### src/sv/dnle_pkg.sv
`default_nettype none

package dnle_pkg;

  localparam int unsigned ByteW = 8;
  localparam int unsigned LabelDepthDef = 32;

  localparam logic [ByteW-1:0] CharDash = 8'h2D;
  localparam logic [ByteW-1:0] CharDot = 8'h2E;

  // Commands from the controller to the datapath.
  typedef struct packed {
    logic accept;    // an input request is taken this cycle
    logic emit_len;  // load the output register with the label length
    logic emit_chr;  // load the output register with the next buffered character
    logic end_name;  // the current flush is the end-of-name flush
    logic done;      // the current flush finishes this cycle; empty the buffer
  } dnle_cmd_t;

  // Status from the datapath to the controller.
  typedef struct packed {
    logic is_dot;     // input byte is a label separator
    logic in_last;    // input byte closes the name
    logic slot_free;  // output register can take a new request this cycle
    logic cnt_zero;   // label buffer is empty
    logic chr_final;  // next character to send is the last one of the label
  } dnle_stat_t;

  // Letters, digits and hyphen are kept in a label.
  function automatic logic keeps_char(input logic [ByteW-1:0] c);
    logic upper;
    logic lower;
    logic digit;
    upper = (c >= 8'h41) && (c <= 8'h5A);
    lower = (c >= 8'h61) && (c <= 8'h7A);
    digit = (c >= 8'h30) && (c <= 8'h39);
    return upper || lower || digit || (c == CharDash);
  endfunction

endpackage

`default_nettype wire

### src/sv/dnle_datapath.sv
`default_nettype none

module dnle_datapath #(
  parameter int unsigned LABEL_DEPTH = dnle_pkg::LabelDepthDef
) (
  input  wire logic                      clk_i,
  input  wire logic                      rst_ni,
  input  wire logic [dnle_pkg::ByteW-1:0] in_byte_i,
  input  wire logic                      in_last_i,
  input  wire dnle_pkg::dnle_cmd_t       cmd_i,
  output dnle_pkg::dnle_stat_t           stat_o,
  input  wire logic                      out_ready_i,
  output logic                           out_valid_o,
  output logic [dnle_pkg::ByteW-1:0]     out_byte_o,
  output logic                           out_is_len_o,
  output logic                           out_ovf_o,
  output logic                           out_last_o
);
  import dnle_pkg::*;

  localparam int unsigned CntW = $clog2(LABEL_DEPTH + 1);
  localparam int unsigned IdxW = (LABEL_DEPTH > 1) ? $clog2(LABEL_DEPTH) : 1;
  localparam logic [CntW-1:0] DepthC = CntW'(LABEL_DEPTH);

  logic [ByteW-1:0] store_q [LABEL_DEPTH];
  logic [ByteW-1:0] rdata_q;

  logic [CntW-1:0] count_q, count_d;
  logic [CntW-1:0] idx_q, idx_d;
  logic            ovf_q, ovf_d;

  logic             out_valid_q, out_valid_d;
  logic [ByteW-1:0] out_byte_q, out_byte_d;
  logic             out_is_len_q, out_is_len_d;
  logic             out_ovf_q, out_ovf_d;
  logic             out_last_q, out_last_d;

  logic keep;
  logic has_room;
  logic wr_en;

  assign keep     = keeps_char(in_byte_i);
  assign has_room = count_q < DepthC;
  assign wr_en    = cmd_i.accept && keep && has_room;

  assign stat_o.is_dot    = in_byte_i == CharDot;
  assign stat_o.in_last   = in_last_i;
  assign stat_o.slot_free = !out_valid_q || out_ready_i;
  assign stat_o.cnt_zero  = count_q == '0;
  assign stat_o.chr_final = (idx_q + CntW'(1)) == count_q;

  always_comb begin
    count_d      = count_q;
    idx_d        = idx_q;
    ovf_d        = ovf_q;
    out_valid_d  = out_valid_q;
    out_byte_d   = out_byte_q;
    out_is_len_d = out_is_len_q;
    out_ovf_d    = out_ovf_q;
    out_last_d   = out_last_q;

    if (out_ready_i) begin
      out_valid_d = 1'b0;
    end

    if (cmd_i.accept && keep) begin
      if (has_room) begin
        count_d = count_q + CntW'(1);
      end else begin
        ovf_d = 1'b1;
      end
    end

    // The overflow flag travels with each result, so a later input cannot
    // change a result that is still waiting in the output register.
    if (cmd_i.emit_len) begin
      out_valid_d  = 1'b1;
      out_byte_d   = ByteW'(count_q);
      out_is_len_d = 1'b1;
      out_ovf_d    = ovf_q;
      out_last_d   = cmd_i.end_name && stat_o.cnt_zero;
      idx_d        = '0;
    end else if (cmd_i.emit_chr) begin
      out_valid_d  = 1'b1;
      out_byte_d   = rdata_q;
      out_is_len_d = 1'b0;
      out_ovf_d    = ovf_q;
      out_last_d   = cmd_i.end_name && stat_o.chr_final;
      idx_d        = idx_q + CntW'(1);
    end

    if (cmd_i.done) begin
      count_d = '0;
    end
  end

  // Label buffer: one write port from the input side, one registered read
  // port that always fetches the entry the flush will send next.
  always_ff @(posedge clk_i) begin
    if (wr_en) begin
      store_q[count_q[IdxW-1:0]] <= in_byte_i;
    end
    rdata_q <= store_q[idx_d[IdxW-1:0]];
  end

  always_ff @(posedge clk_i or negedge rst_ni) begin
    if (!rst_ni) begin
      count_q     <= '0;
      idx_q       <= '0;
      ovf_q       <= 1'b0;
      out_valid_q <= 1'b0;
    end else begin
      count_q     <= count_d;
      idx_q       <= idx_d;
      ovf_q       <= ovf_d;
      out_valid_q <= out_valid_d;
    end
  end

  always_ff @(posedge clk_i) begin
    out_byte_q   <= out_byte_d;
    out_is_len_q <= out_is_len_d;
    out_ovf_q    <= out_ovf_d;
    out_last_q   <= out_last_d;
  end

  assign out_valid_o  = out_valid_q;
  assign out_byte_o   = out_byte_q;
  assign out_is_len_o = out_is_len_q;
  assign out_ovf_o    = out_ovf_q;
  assign out_last_o   = out_last_q;

  a_count_range: assert property (@(posedge clk_i) disable iff (!rst_ni)
    count_q <= DepthC)
    else $error("label count beyond buffer depth");

  a_one_emit: assert property (@(posedge clk_i) disable iff (!rst_ni)
    !(cmd_i.emit_len && cmd_i.emit_chr))
    else $error("two results loaded in one cycle");

  a_no_overwrite: assert property (@(posedge clk_i) disable iff (!rst_ni)
    (cmd_i.emit_len || cmd_i.emit_chr) |-> stat_o.slot_free)
    else $error("result loaded over one not yet taken");

  a_accept_apart: assert property (@(posedge clk_i) disable iff (!rst_ni)
    cmd_i.accept |-> !(cmd_i.emit_len || cmd_i.emit_chr || cmd_i.done))
    else $error("input taken during a flush");

endmodule

`default_nettype wire

### src/sv/dnle_ctrl.sv
`default_nettype none

module dnle_ctrl (
  input  wire logic                 clk_i,
  input  wire logic                 rst_ni,
  input  wire logic                 in_valid_i,
  output logic                      in_ready_o,
  input  wire dnle_pkg::dnle_stat_t stat_i,
  output dnle_pkg::dnle_cmd_t       cmd_o
);
  import dnle_pkg::*;

  typedef enum logic [1:0] {
    S_IDLE,
    S_LEN,
    S_CHR
  } state_e;

  state_e state_q, state_d;
  logic   end_q, end_d;    // flush in progress closes the name
  logic   pend_q, pend_d;  // an end-of-name flush follows the current one

  always_comb begin
    state_d = state_q;
    end_d   = end_q;
    pend_d  = pend_q;
    cmd_o   = '0;
    cmd_o.end_name = end_q;
    in_ready_o = 1'b0;

    case (state_q)
      S_IDLE: begin
        in_ready_o   = 1'b1;
        cmd_o.accept = in_valid_i;
        if (in_valid_i) begin
          if (stat_i.is_dot) begin
            state_d = S_LEN;
            end_d   = 1'b0;
            pend_d  = stat_i.in_last;
          end else if (stat_i.in_last) begin
            state_d = S_LEN;
            end_d   = 1'b1;
            pend_d  = 1'b0;
          end
        end
      end
      S_LEN: begin
        if (stat_i.slot_free) begin
          cmd_o.emit_len = 1'b1;
          if (stat_i.cnt_zero) begin
            cmd_o.done = 1'b1;
            if (pend_q) begin
              end_d  = 1'b1;
              pend_d = 1'b0;
            end else begin
              state_d = S_IDLE;
            end
          end else begin
            state_d = S_CHR;
          end
        end
      end
      S_CHR: begin
        if (stat_i.slot_free) begin
          cmd_o.emit_chr = 1'b1;
          if (stat_i.chr_final) begin
            cmd_o.done = 1'b1;
            if (pend_q) begin
              state_d = S_LEN;
              end_d   = 1'b1;
              pend_d  = 1'b0;
            end else begin
              state_d = S_IDLE;
            end
          end
        end
      end
      default: begin
        state_d = S_IDLE;
      end
    endcase
  end

  always_ff @(posedge clk_i or negedge rst_ni) begin
    if (!rst_ni) begin
      state_q <= S_IDLE;
      end_q   <= 1'b0;
      pend_q  <= 1'b0;
    end else begin
      state_q <= state_d;
      end_q   <= end_d;
      pend_q  <= pend_d;
    end
  end

  a_pend_only_dot: assert property (@(posedge clk_i) disable iff (!rst_ni)
    pend_q |-> !end_q)
    else $error("second flush pending during end-of-name flush");

  a_idle_clear: assert property (@(posedge clk_i) disable iff (!rst_ni)
    (state_q == S_IDLE) |-> !pend_q)
    else $error("pending flush lost on return to idle");

  a_done_exits: assert property (@(posedge clk_i) disable iff (!rst_ni)
    (cmd_o.done && !pend_q) |=> (state_q == S_IDLE))
    else $error("flush finished but controller did not return to idle");

endmodule

`default_nettype wire

### src/sv/dotted_name_label_encoder.sv
// Dotted-name label encoder.
// The input stream carries a dotted name one character per request on
// s_axis (tdata = character, tlast = final character of the name). The
// output stream on m_axis carries the label encoding: for every label a
// length request (tuser = 1) followed by the label's characters
// (tuser = 0). tdata bit 8 reports the sticky overflow flag, set once a
// label held more than LABEL_DEPTH characters and the extra ones were
// dropped. tlast marks the final byte of the end-of-name flush.
// A character that is neither a dot nor the end of the name, kept or
// dropped, is taken and the block stays ready for the next one. A dot or
// the end of the name starts a flush: the controller sends the length
// byte and then the label's n characters, read one at a time through the
// single read port of the label buffer; a dot marked last adds a
// zero-length label.
// The output register parts the two sides; while the receiver stalls, the
// flush simply waits and s_axis_tready stays low until it completes.
// Reset clears the state machine, the label count and the overflow flag;
// the buffer contents need no clearing.
`default_nettype none

module dotted_name_label_encoder #(
  parameter int unsigned LABEL_DEPTH = dnle_pkg::LabelDepthDef
) (
  input  wire logic        clk_i,
  input  wire logic        rst_ni,
  input  wire logic        s_axis_tvalid,
  output logic             s_axis_tready,
  input  wire logic [7:0]  s_axis_tdata,   // [7:0] in_byte
  input  wire logic        s_axis_tlast,   // in_last
  output logic             m_axis_tvalid,
  input  wire logic        m_axis_tready,
  output logic [15:0]      m_axis_tdata,   // [7:0] out_byte, [8] overflowed, [15:9] zero
  output logic             m_axis_tuser,   // is_length
  output logic             m_axis_tlast    // out_last
);
  import dnle_pkg::*;

  dnle_cmd_t  cmd;
  dnle_stat_t stat;

  logic [ByteW-1:0] out_byte;
  logic             out_ovf;

  dnle_ctrl u_ctrl (
    .clk_i      (clk_i),
    .rst_ni     (rst_ni),
    .in_valid_i (s_axis_tvalid),
    .in_ready_o (s_axis_tready),
    .stat_i     (stat),
    .cmd_o      (cmd)
  );

  dnle_datapath #(
    .LABEL_DEPTH (LABEL_DEPTH)
  ) u_datapath (
    .clk_i        (clk_i),
    .rst_ni       (rst_ni),
    .in_byte_i    (s_axis_tdata),
    .in_last_i    (s_axis_tlast),
    .cmd_i        (cmd),
    .stat_o       (stat),
    .out_ready_i  (m_axis_tready),
    .out_valid_o  (m_axis_tvalid),
    .out_byte_o   (out_byte),
    .out_is_len_o (m_axis_tuser),
    .out_ovf_o    (out_ovf),
    .out_last_o   (m_axis_tlast)
  );

  assign m_axis_tdata = {7'b0, out_ovf, out_byte};

endmodule

`default_nettype wire
### config.mk
export PLATFORM = sky130hd
export DESIGN_NAME = dotted_name_label_encoder
export DESIGN_NICKNAME = d
export VERILOG_FILES = /design/src/sv/dnle_pkg.sv /design/src/sv/dnle_datapath.sv /design/src/sv/dnle_ctrl.sv /design/src/sv/dotted_name_label_encoder.sv
export SDC_FILE = /design/constraint.sdc
export NUM_CORES = 1
export LEC_CHECK = 0
export BUFFER_PORTS_ARGS = -buffer_cell sky130_fd_sc_hd__buf_2
export CAP_MARGIN = 15
export CORE_MARGIN = 10
export CORE_UTILIZATION = 46
export CTS_BUF_LIST = sky130_fd_sc_hd__clkbuf_8
export DETAILED_ROUTE_END_ITERATION = 8
export SLEW_MARGIN = 25
export SYNTH_ARGS = -nofsm -noshare
export SYNTH_HDL_FRONTEND = slang
export SYNTH_SLANG_ARGS = --single-unit
### constraint.sdc
create_clock -name clk_i -period 6.2 [get_ports clk_i]
set_clock_uncertainty 0.1 [all_clocks]
set_input_delay 0.31 -clock clk_i [delete_from_list [all_inputs] [get_ports clk_i]]
set_output_delay 0.31 -clock clk_i [all_outputs]
set_load 0.02 [all_outputs]
### Yosys cells after proc, flatten, opt, wreduce, memory -nomap -nowiden

Memories as Yosys holds them, arrays and structs flattened. A register that Yosys moved wholly into a read port is not among the register bits.
Cells that the tools add are included.

| storage, ports and cells | value |
|---|---|
| input bits | 13 |
| latch bits | 0 |
| output and inout bits | 20 |
| word-level logic and storage cells | 112 |
| bits in writable memories | 256 |
| memories | 1 |
| ROM bits | 0 |
| flip-flop bits (word level) | 29 |

Memories:

| name | depth | width | rd ports | clocked after memory_dff | write ports | line | text |
|---|---|---|---|---|---|---|---|
| u_datapath.store_q | 32 | 8 | 1 | 1 | 1 | dnle_datapath.sv:25 | `logic [ByteW-1:0] store_q [LABEL_DEPTH];` |

| operators by class | value |
|---|---|
| add/sub/neg operators | 2 |
| equality and inequality tests | 12 |
| bitwise gates (word level) | 1 |
| multiplexer cells | 53 |
| multipliers | 0 |
| $lt $le $gt $ge | 7 |
| shift-type cells | 0 |
| div/mod/pow operators | 0 |
| reductions and logical operators | 23 |

Operator list:

| kind | count |
|---|---|
| $mux W6 | 7 |
| $mux W1 | 34 |
| $eq A8 B6 Y1 const B | 2 |
| $ge A8 B7 Y1 const B | 2 |
| $le A8 B7 Y1 const B | 2 |
| $mux W2 | 8 |
| $add A6 B1 Y6 const B | 2 |
| $ge A8 B6 Y1 const B | 1 |
| $le A8 B6 Y1 const B | 1 |
| $logic_and A1 B1 Y1 | 7 |
| $reduce_and A7 Y1 | 1 |
| $eq A6 B6 Y1 | 1 |
| $logic_not A6 Y1 | 1 |
| $lt A6 B6 Y1 const B | 1 |
| $ne A2 B2 Y1 const B | 3 |
| $ne A3 B3 Y1 const B | 2 |
| $pmux W1 S3 | 2 |
| $pmux W2 S3 | 1 |
| $reduce_and A6 Y1 | 1 |
| $reduce_bool A2 Y1 | 3 |
| $reduce_bool A3 Y1 | 2 |
| $logic_or A1 B1 Y1 | 4 |
| $ne A2 B1 Y1 const B | 2 |
| $reduce_and A2 Y1 | 2 |
| 6 further kinds | 6 |

### Longest topological paths before layout

| logic depth | value |
|---|---|
| depth after elaboration | 9 |
| gate-level depth with buffers | 12 |
| depth with buffers taken out | 10 |

### By module

Synthesis repeated with hierarchy kept, for this count alone.

| unflattened totals | value |
|---|---|
| cell total of the unflattened synthesis | 939 |
| area, all modules | 12415.7 µm² |

Modules (own cells, without submodules):

| module | area each (µm²) | instances | cells each |
|---|---|---|---|
| dnle_datapath | 11964.0 | 1 | 889 |
| dnle_ctrl | 387.9 | 1 | 41 |
| dotted_name_label_encoder | 63.8 | 1 | 9 |

### Least setup slack after synthesis

OpenSTA, ideal clock, no wires.

| timing path | value |
|---|---|
| kind | reg-to-reg |
| from | reg u_ctrl.state_q[1] |
| to | mem u_datapath.store_q[30][0], enable pin |
| stages on the path, launching flop included | 8 |
| slack | 3.756 ns |
| data arrival time | 1.974 ns |
| data required time | 5.730 ns |
| library setup time | 0.370 ns |
| path through | dfrtp_1 > inv_1 > ha_1 > nand2_1 > a221oi_2 > and2b_1 > nand2_1 > nor2_1 |

| between the ends | value |
|---|---|
| word-level cells in the longest chain between the ends | 6 |

Ends and longest elaborated chain:

| element | line | text |
|---|---|---|
| start, declared | dnle_ctrl.sv:19 | `state_e state_q, state_d;` |
| start signal, assigned | dnle_ctrl.sv:90 | `state_q <= state_d;` |
| $logic_not A2 Y1 | dnle_ctrl.sv:31 | `case (state_q)` |
| $mux W1 | dnle_ctrl.sv:31 |  |
| $logic_and A1 B1 Y1 (2 in a row) | dnle_datapath.sv:44 | `assign wr_en = cmd_i.accept && keep && has_room;` |
| $mux W1 | dnle_datapath.sv:100 | `if (wr_en) begin` |
| $mux W1 (not written as such) | dnle_datapath.sv:101 | `store_q[count_q[IdxW-1:0]] <= in_byte_i;` |
| end, declared | dnle_datapath.sv:25 |  |

No other way between the ends.

### Final worst setup path

| timing path | value |
|---|---|
| from | reg u_ctrl.state_q[1] |
| to | reg u_datapath.rdata_q[7] (read register of u_datapath.store_q) |

| between the ends | value |
|---|---|
| word-level cells in the longest chain between the ends | 4 |
| elaborated cells on any way between the ends | 6 |
| those cells by class | eq/ne (2); mux (4) |

Ends and longest elaborated chain:

| element | line | text |
|---|---|---|
| $eq A2 B2 Y1 | dnle_ctrl.sv:31 |  |
| $mux W1 | dnle_ctrl.sv:31 |  |
| $mux W6 | dnle_datapath.sv:83 | `end else if (cmd_i.emit_chr) begin` |
| $mux W6 (*) | dnle_datapath.sv:76 | `if (cmd_i.emit_len) begin` |
| end, declared | dnle_datapath.sv:26 | `logic [ByteW-1:0] rdata_q;` |

Mark *: on every way between the ends. The rest lies on a longest branch, timed or not. The select of a mux whose other input is x is not followed.
A chain may end at the register's enable or synchronous reset.

==> summary.md <==
| Metric | Value |
|---|---|
| Final hold slack | `61.7 ps` |
| Internal power consumption | `0.00345 W` |
| Share of synthesized area spent on multiplexers | `0.112` |
| Highest-delay cell along the critical path | `a21oi_4` |
| Synth area leaders | `edfxtp_1 (66%), mux2i_1 (11%), a22oi_1 (4.1%)` |
| Combinational family with the most area after synthesis | `multiplexers` |
| Post-synth top area share | `0.657` |
| Sequential standard cell area | `8600 um2` |
| Headroom to the max-slew limit | `0.332` |
| Net switching power of the design | `0.00139 W` |
| Arrival time of data at the critical path endpoint | `4210 ps` |
| Hold buffer count at CTS | `2` |
| Most instantiated flip-flop cell in the synthesis netlist | `edfxtp_1` |
| Power, Total | `0.00484 W` |
| CTS sink cnt | `293` |
| DP Cell Count | `1092` |
| Leak pwr | `5.26 nW` |
| Maximum cell stage delay along the critical path | `700 ps` |
| Die Area | `33100 um2` |
| Post-route minimum period | `3930 ps` |
| Synthesis-to-layout area growth | `10.7%` |
| Part of the cycle the worst path needs | `0.634` |
| Yosys warning count | `0` |
| Share of synthesized cell area in full adder, half adder and majority cells | `0.00933` |
| Total core area | `25900 um2` |
| Setup repair after global routing missed its margin | `false` |
| Worst path setup slack after routing | `2270 ps` |
| Antenna violations before repair | `0` |
| Count of port buffers added during placement | `25` |
| Gate power share | `0.211` |
| Maximum net fanout on the critical path | `78` |
| H-tree Lvls | `2` |
| Transition time of the tightest slew-check pin | `998 ps` |
| Post-synth EDFFs | `264` |
| Post-Synthesis Cells | `765` |
| Die W | `182 um` |
| DRC | `0` |
| Final RePlAce weighted congestion | `0.829` |
| Path depth of the worst reg2reg path | `10` |
| First-pass GRT wire length | `39.9 mm` |
| Final hold viol count | `0` |
| Mean post-synth cell area | `15.8 um2` |
| GRT Resource Usage Total | `0.155` |
| Residual antenna-violating net count after detailed routing | `0` |
| Register share of total power | `0.472` |
| Area share of xor/xnor cells in the synthesized design | `0.0124` |
| Clk_lat worst skew | `560 ps` |
| Fraction of registers with async set/reset | `0.0614` |
| Standard-cell rows | `59` |
| Crit path depth | `10` |
| Worst setup timing slack at the placement stage | `2270 ps` |
| Post-detailed-route via-to-cell ratio | `5.60` |
| Max-slew violation count | `0` |
| Power share of the clock group | `0.317` |
| Commonest cells after routing, fill and taps aside | `edfxtp_1 (264), mux2i_1 (130), a22oi_1 (66)` |
| Leading cell type in the layout, fill and taps excluded | `edfxtp_1` |
| Clock tree from TritonCTS | `yes` |
| Congestion Overflow GR | `0` |
| Pin count of the biggest net entering global routing | `79` |
| Finish-stage setup viols | `0` |
| Clk buf depth | `3` |
| Startpoint Class | `flip-flop` |
| Clock Root Buffer | `clkbuf_8` |
| First-pass DRT Iterations | `5` |
| Number of nets in the layout | `829` |
| Post-synthesis sequential element count | `293` |
| Overall routed net length | `26.1 mm` |
| I/O pin total | `33` |
| Vias post-DR | `6598` |
| CTS-repair resized insts | `0` |
| Area fraction in compound gates after synthesis | `0.0771` |
| Path type of the worst setup path | `flip-flop to flip-flop` |
| Number of distinct library cells after synthesis | `57` |
| Share of synthesized cell area in and, or, nand and nor gates | `0.0498` |
| Area leader, netlist | `edfxtp_1` |
| Count of buffer and inverter cells on the critical path | `2` |
| Post-route setup TNS | `0 ps` |
| Post-detail-place hpwl | `16.6 mm` |
| Number of inserted filler cells in the final layout | `2121` |
| Switching portion of total power | `0.286` |
| Fraction of layout cells with a size suffix above 1 | `0.139` |
| Via count of the first global-routing pass | `6727` |
| Initial Util | `0.466` |
| Critical path, cell by cell | `inv_1, ha_1, nand2b_1, nor3_1, a21oi_4, buf_12, mux2i_1, a22oi_1, a21boi_0, nor4_1` |
| Number of cells in the finished layout apart from fillers | `1179` |
| Area of the multi-input gates | `3220 um2` |
| Number of buffers created by CTS | `46` |
| Vert. Die Dim | `182 um` |
| Setup Fix Bufs, Post-CTS | `0` |
| Average wire per cell in the routed design | `22.2 um` |
| Worst EP required | `6480 ps` |
| Worst-case vdd ir drop | `245 uV` |
| Crit end category | `flip-flop` |
| Share of synthesized area occupied by flip-flops and latches | `0.712` |
| Number of maximum-capacitance constraint violations | `0` |
| Initial DRC Count | `513` |
| Antenna fix cells | `0` |
| Clock-pin slew of the registers on the worst-case setup and hold paths | `60 ps` |
| Timing-limited maximum frequency | `255 MHz` |
| Synthesized area | `12100 um2` |
| Power density of the placed cells | `362 nW/um2` |
| Class of the worst hold path | `input port to flip-flop` |
| Top Family by Delay on Critical Path | `compound AO/OA/AOI/OAI gates` |
| Outcome | `finished, final reports clean` |
| Hold Crit Depth | `3` |
==> cell families (layout without fill, tap and decap cells) <==
family,count (synthesis),count (layout)
AO/OA/AOI/OAI,135,135
multiplexers,135,135
other,1,7
adder cells (fa/ha/maj),9,9
flip-flops,293,293
buffers and inverters,58,131
AND/OR/NAND/NOR,119,119
XOR/XNOR,15,15
==> registers in the layout, indices dropped and copies added (netlist names) <==
signal,count
u_ctrl.end_q,1
u_ctrl.pend_q,1
u_ctrl.state_q,2
u_datapath.count_q,6
u_datapath.idx_q,6
u_datapath.out_byte_o,8
u_datapath.out_is_len_o,1
u_datapath.out_last_o,1
u_datapath.out_ovf_o,1
u_datapath.out_valid_o,1
u_datapath.ovf_q,1
u_datapath.rdata_q,8
u_datapath.store_q,256
==> synthesized netlist by cell type (3+ instances only) <==
| master | number |
|---|---|
| and3_1 | 3 |
| o21ai_0 | 7 |
| dfxtp_1 | 11 |
| mux2i_1 | 130 |
| mux2_2 | 4 |
| clkbuf_1 | 15 |
| nor4_1 | 9 |
| a21oi_1 | 35 |
| buf_2 | 7 |
| nand3_1 | 6 |
| nor2b_1 | 3 |
| xor2_1 | 4 |
| ha_1 | 9 |
| dfrtp_1 | 18 |
| nor3_1 | 4 |
| buf_6 | 3 |
| nand2_1 | 21 |
| edfxtp_1 | 264 |
| nand3b_1 | 4 |
| inv_1 | 12 |
| o31ai_1 | 3 |
| a21boi_0 | 7 |
| nor2_1 | 53 |
| buf_4 | 19 |
| a22oi_1 | 66 |
| xnor2_1 | 10 |
==> worst min-delay path, cell delays in order <==
cell and delay [ps]:
buf_2 80, nand2b_2 200, nand2_1 70
==> power by group through the flow <==
stage / logic (W) / clock network, W / registers [W]
6_report: 0.00102 / 0.00153 / 0.00228
4_1_cts: 0.00103 / 0.00157 / 0.00228
5_1_grt: 0.00111 / 0.00166 / 0.00229
2_1_floorplan: 0.000767 / 0 / 0.00236
3_3_place_gp: 0.00101 / 0 / 0.00232
3_5_place_dp: 0.00103 / 0 / 0.00232
==> routing by layer <==
layer,part of all wire,GRT usage,vias to the layer above
met5,0,0,-
met4,0.021,0.0491,0
met3,0.044,0.0274,47
met2,0.49,0.251,154
met1,0.45,0.208,3349
li1,-,-,3048
==> through the flow <==
stage	area (um2)	util
global route	13400	0.516
CTS	13400	0.516
finish	13400	0.516
global placement	12500	0.481
floorplan	12100	-
detailed placement	12500	0.481
==> layout make-up <==
| type | instances | share of cell area |
|---|---|---|
| Sequential cell | 293 | 0.643 |
| Multi-Input combinational cell | 420 | 0.241 |
| Clock buffer | 51 | 0.0525 |
| Tap cell | 335 | 0.0314 |
| Timing Repair Buffer | 32 | 0.0146 |
| Clock inverter | 34 | 0.0135 |
| Inverter | 14 | 0.00393 |
==> final timing paths <==
kind                       slack, ps                               endpoint                     startpoint
min in group asynchronous        140     u_datapath.out_valid_o$_DFFE_PN0P_                         rst_ni
min                               60     u_datapath.out_valid_o$_DFFE_PN0P_                  m_axis_tready
max                             2270          u_datapath.rdata_q[7]$_DFF_P_  u_ctrl.state_q[1]$_DFFE_PN0P_
max in group asynchronous       5550      u_datapath.count_q[0]$_DFFE_PN0P_                         rst_ni
min reg2reg                      370  u_datapath.out_byte_o[7]$_SDFFE_PP0P_  u_datapath.rdata_q[7]$_DFF_P_
max reg2reg                     2270          u_datapath.rdata_q[7]$_DFF_P_  u_ctrl.state_q[1]$_DFFE_PN0P_
Note: power is estimated with default switching activity, not from simulation.
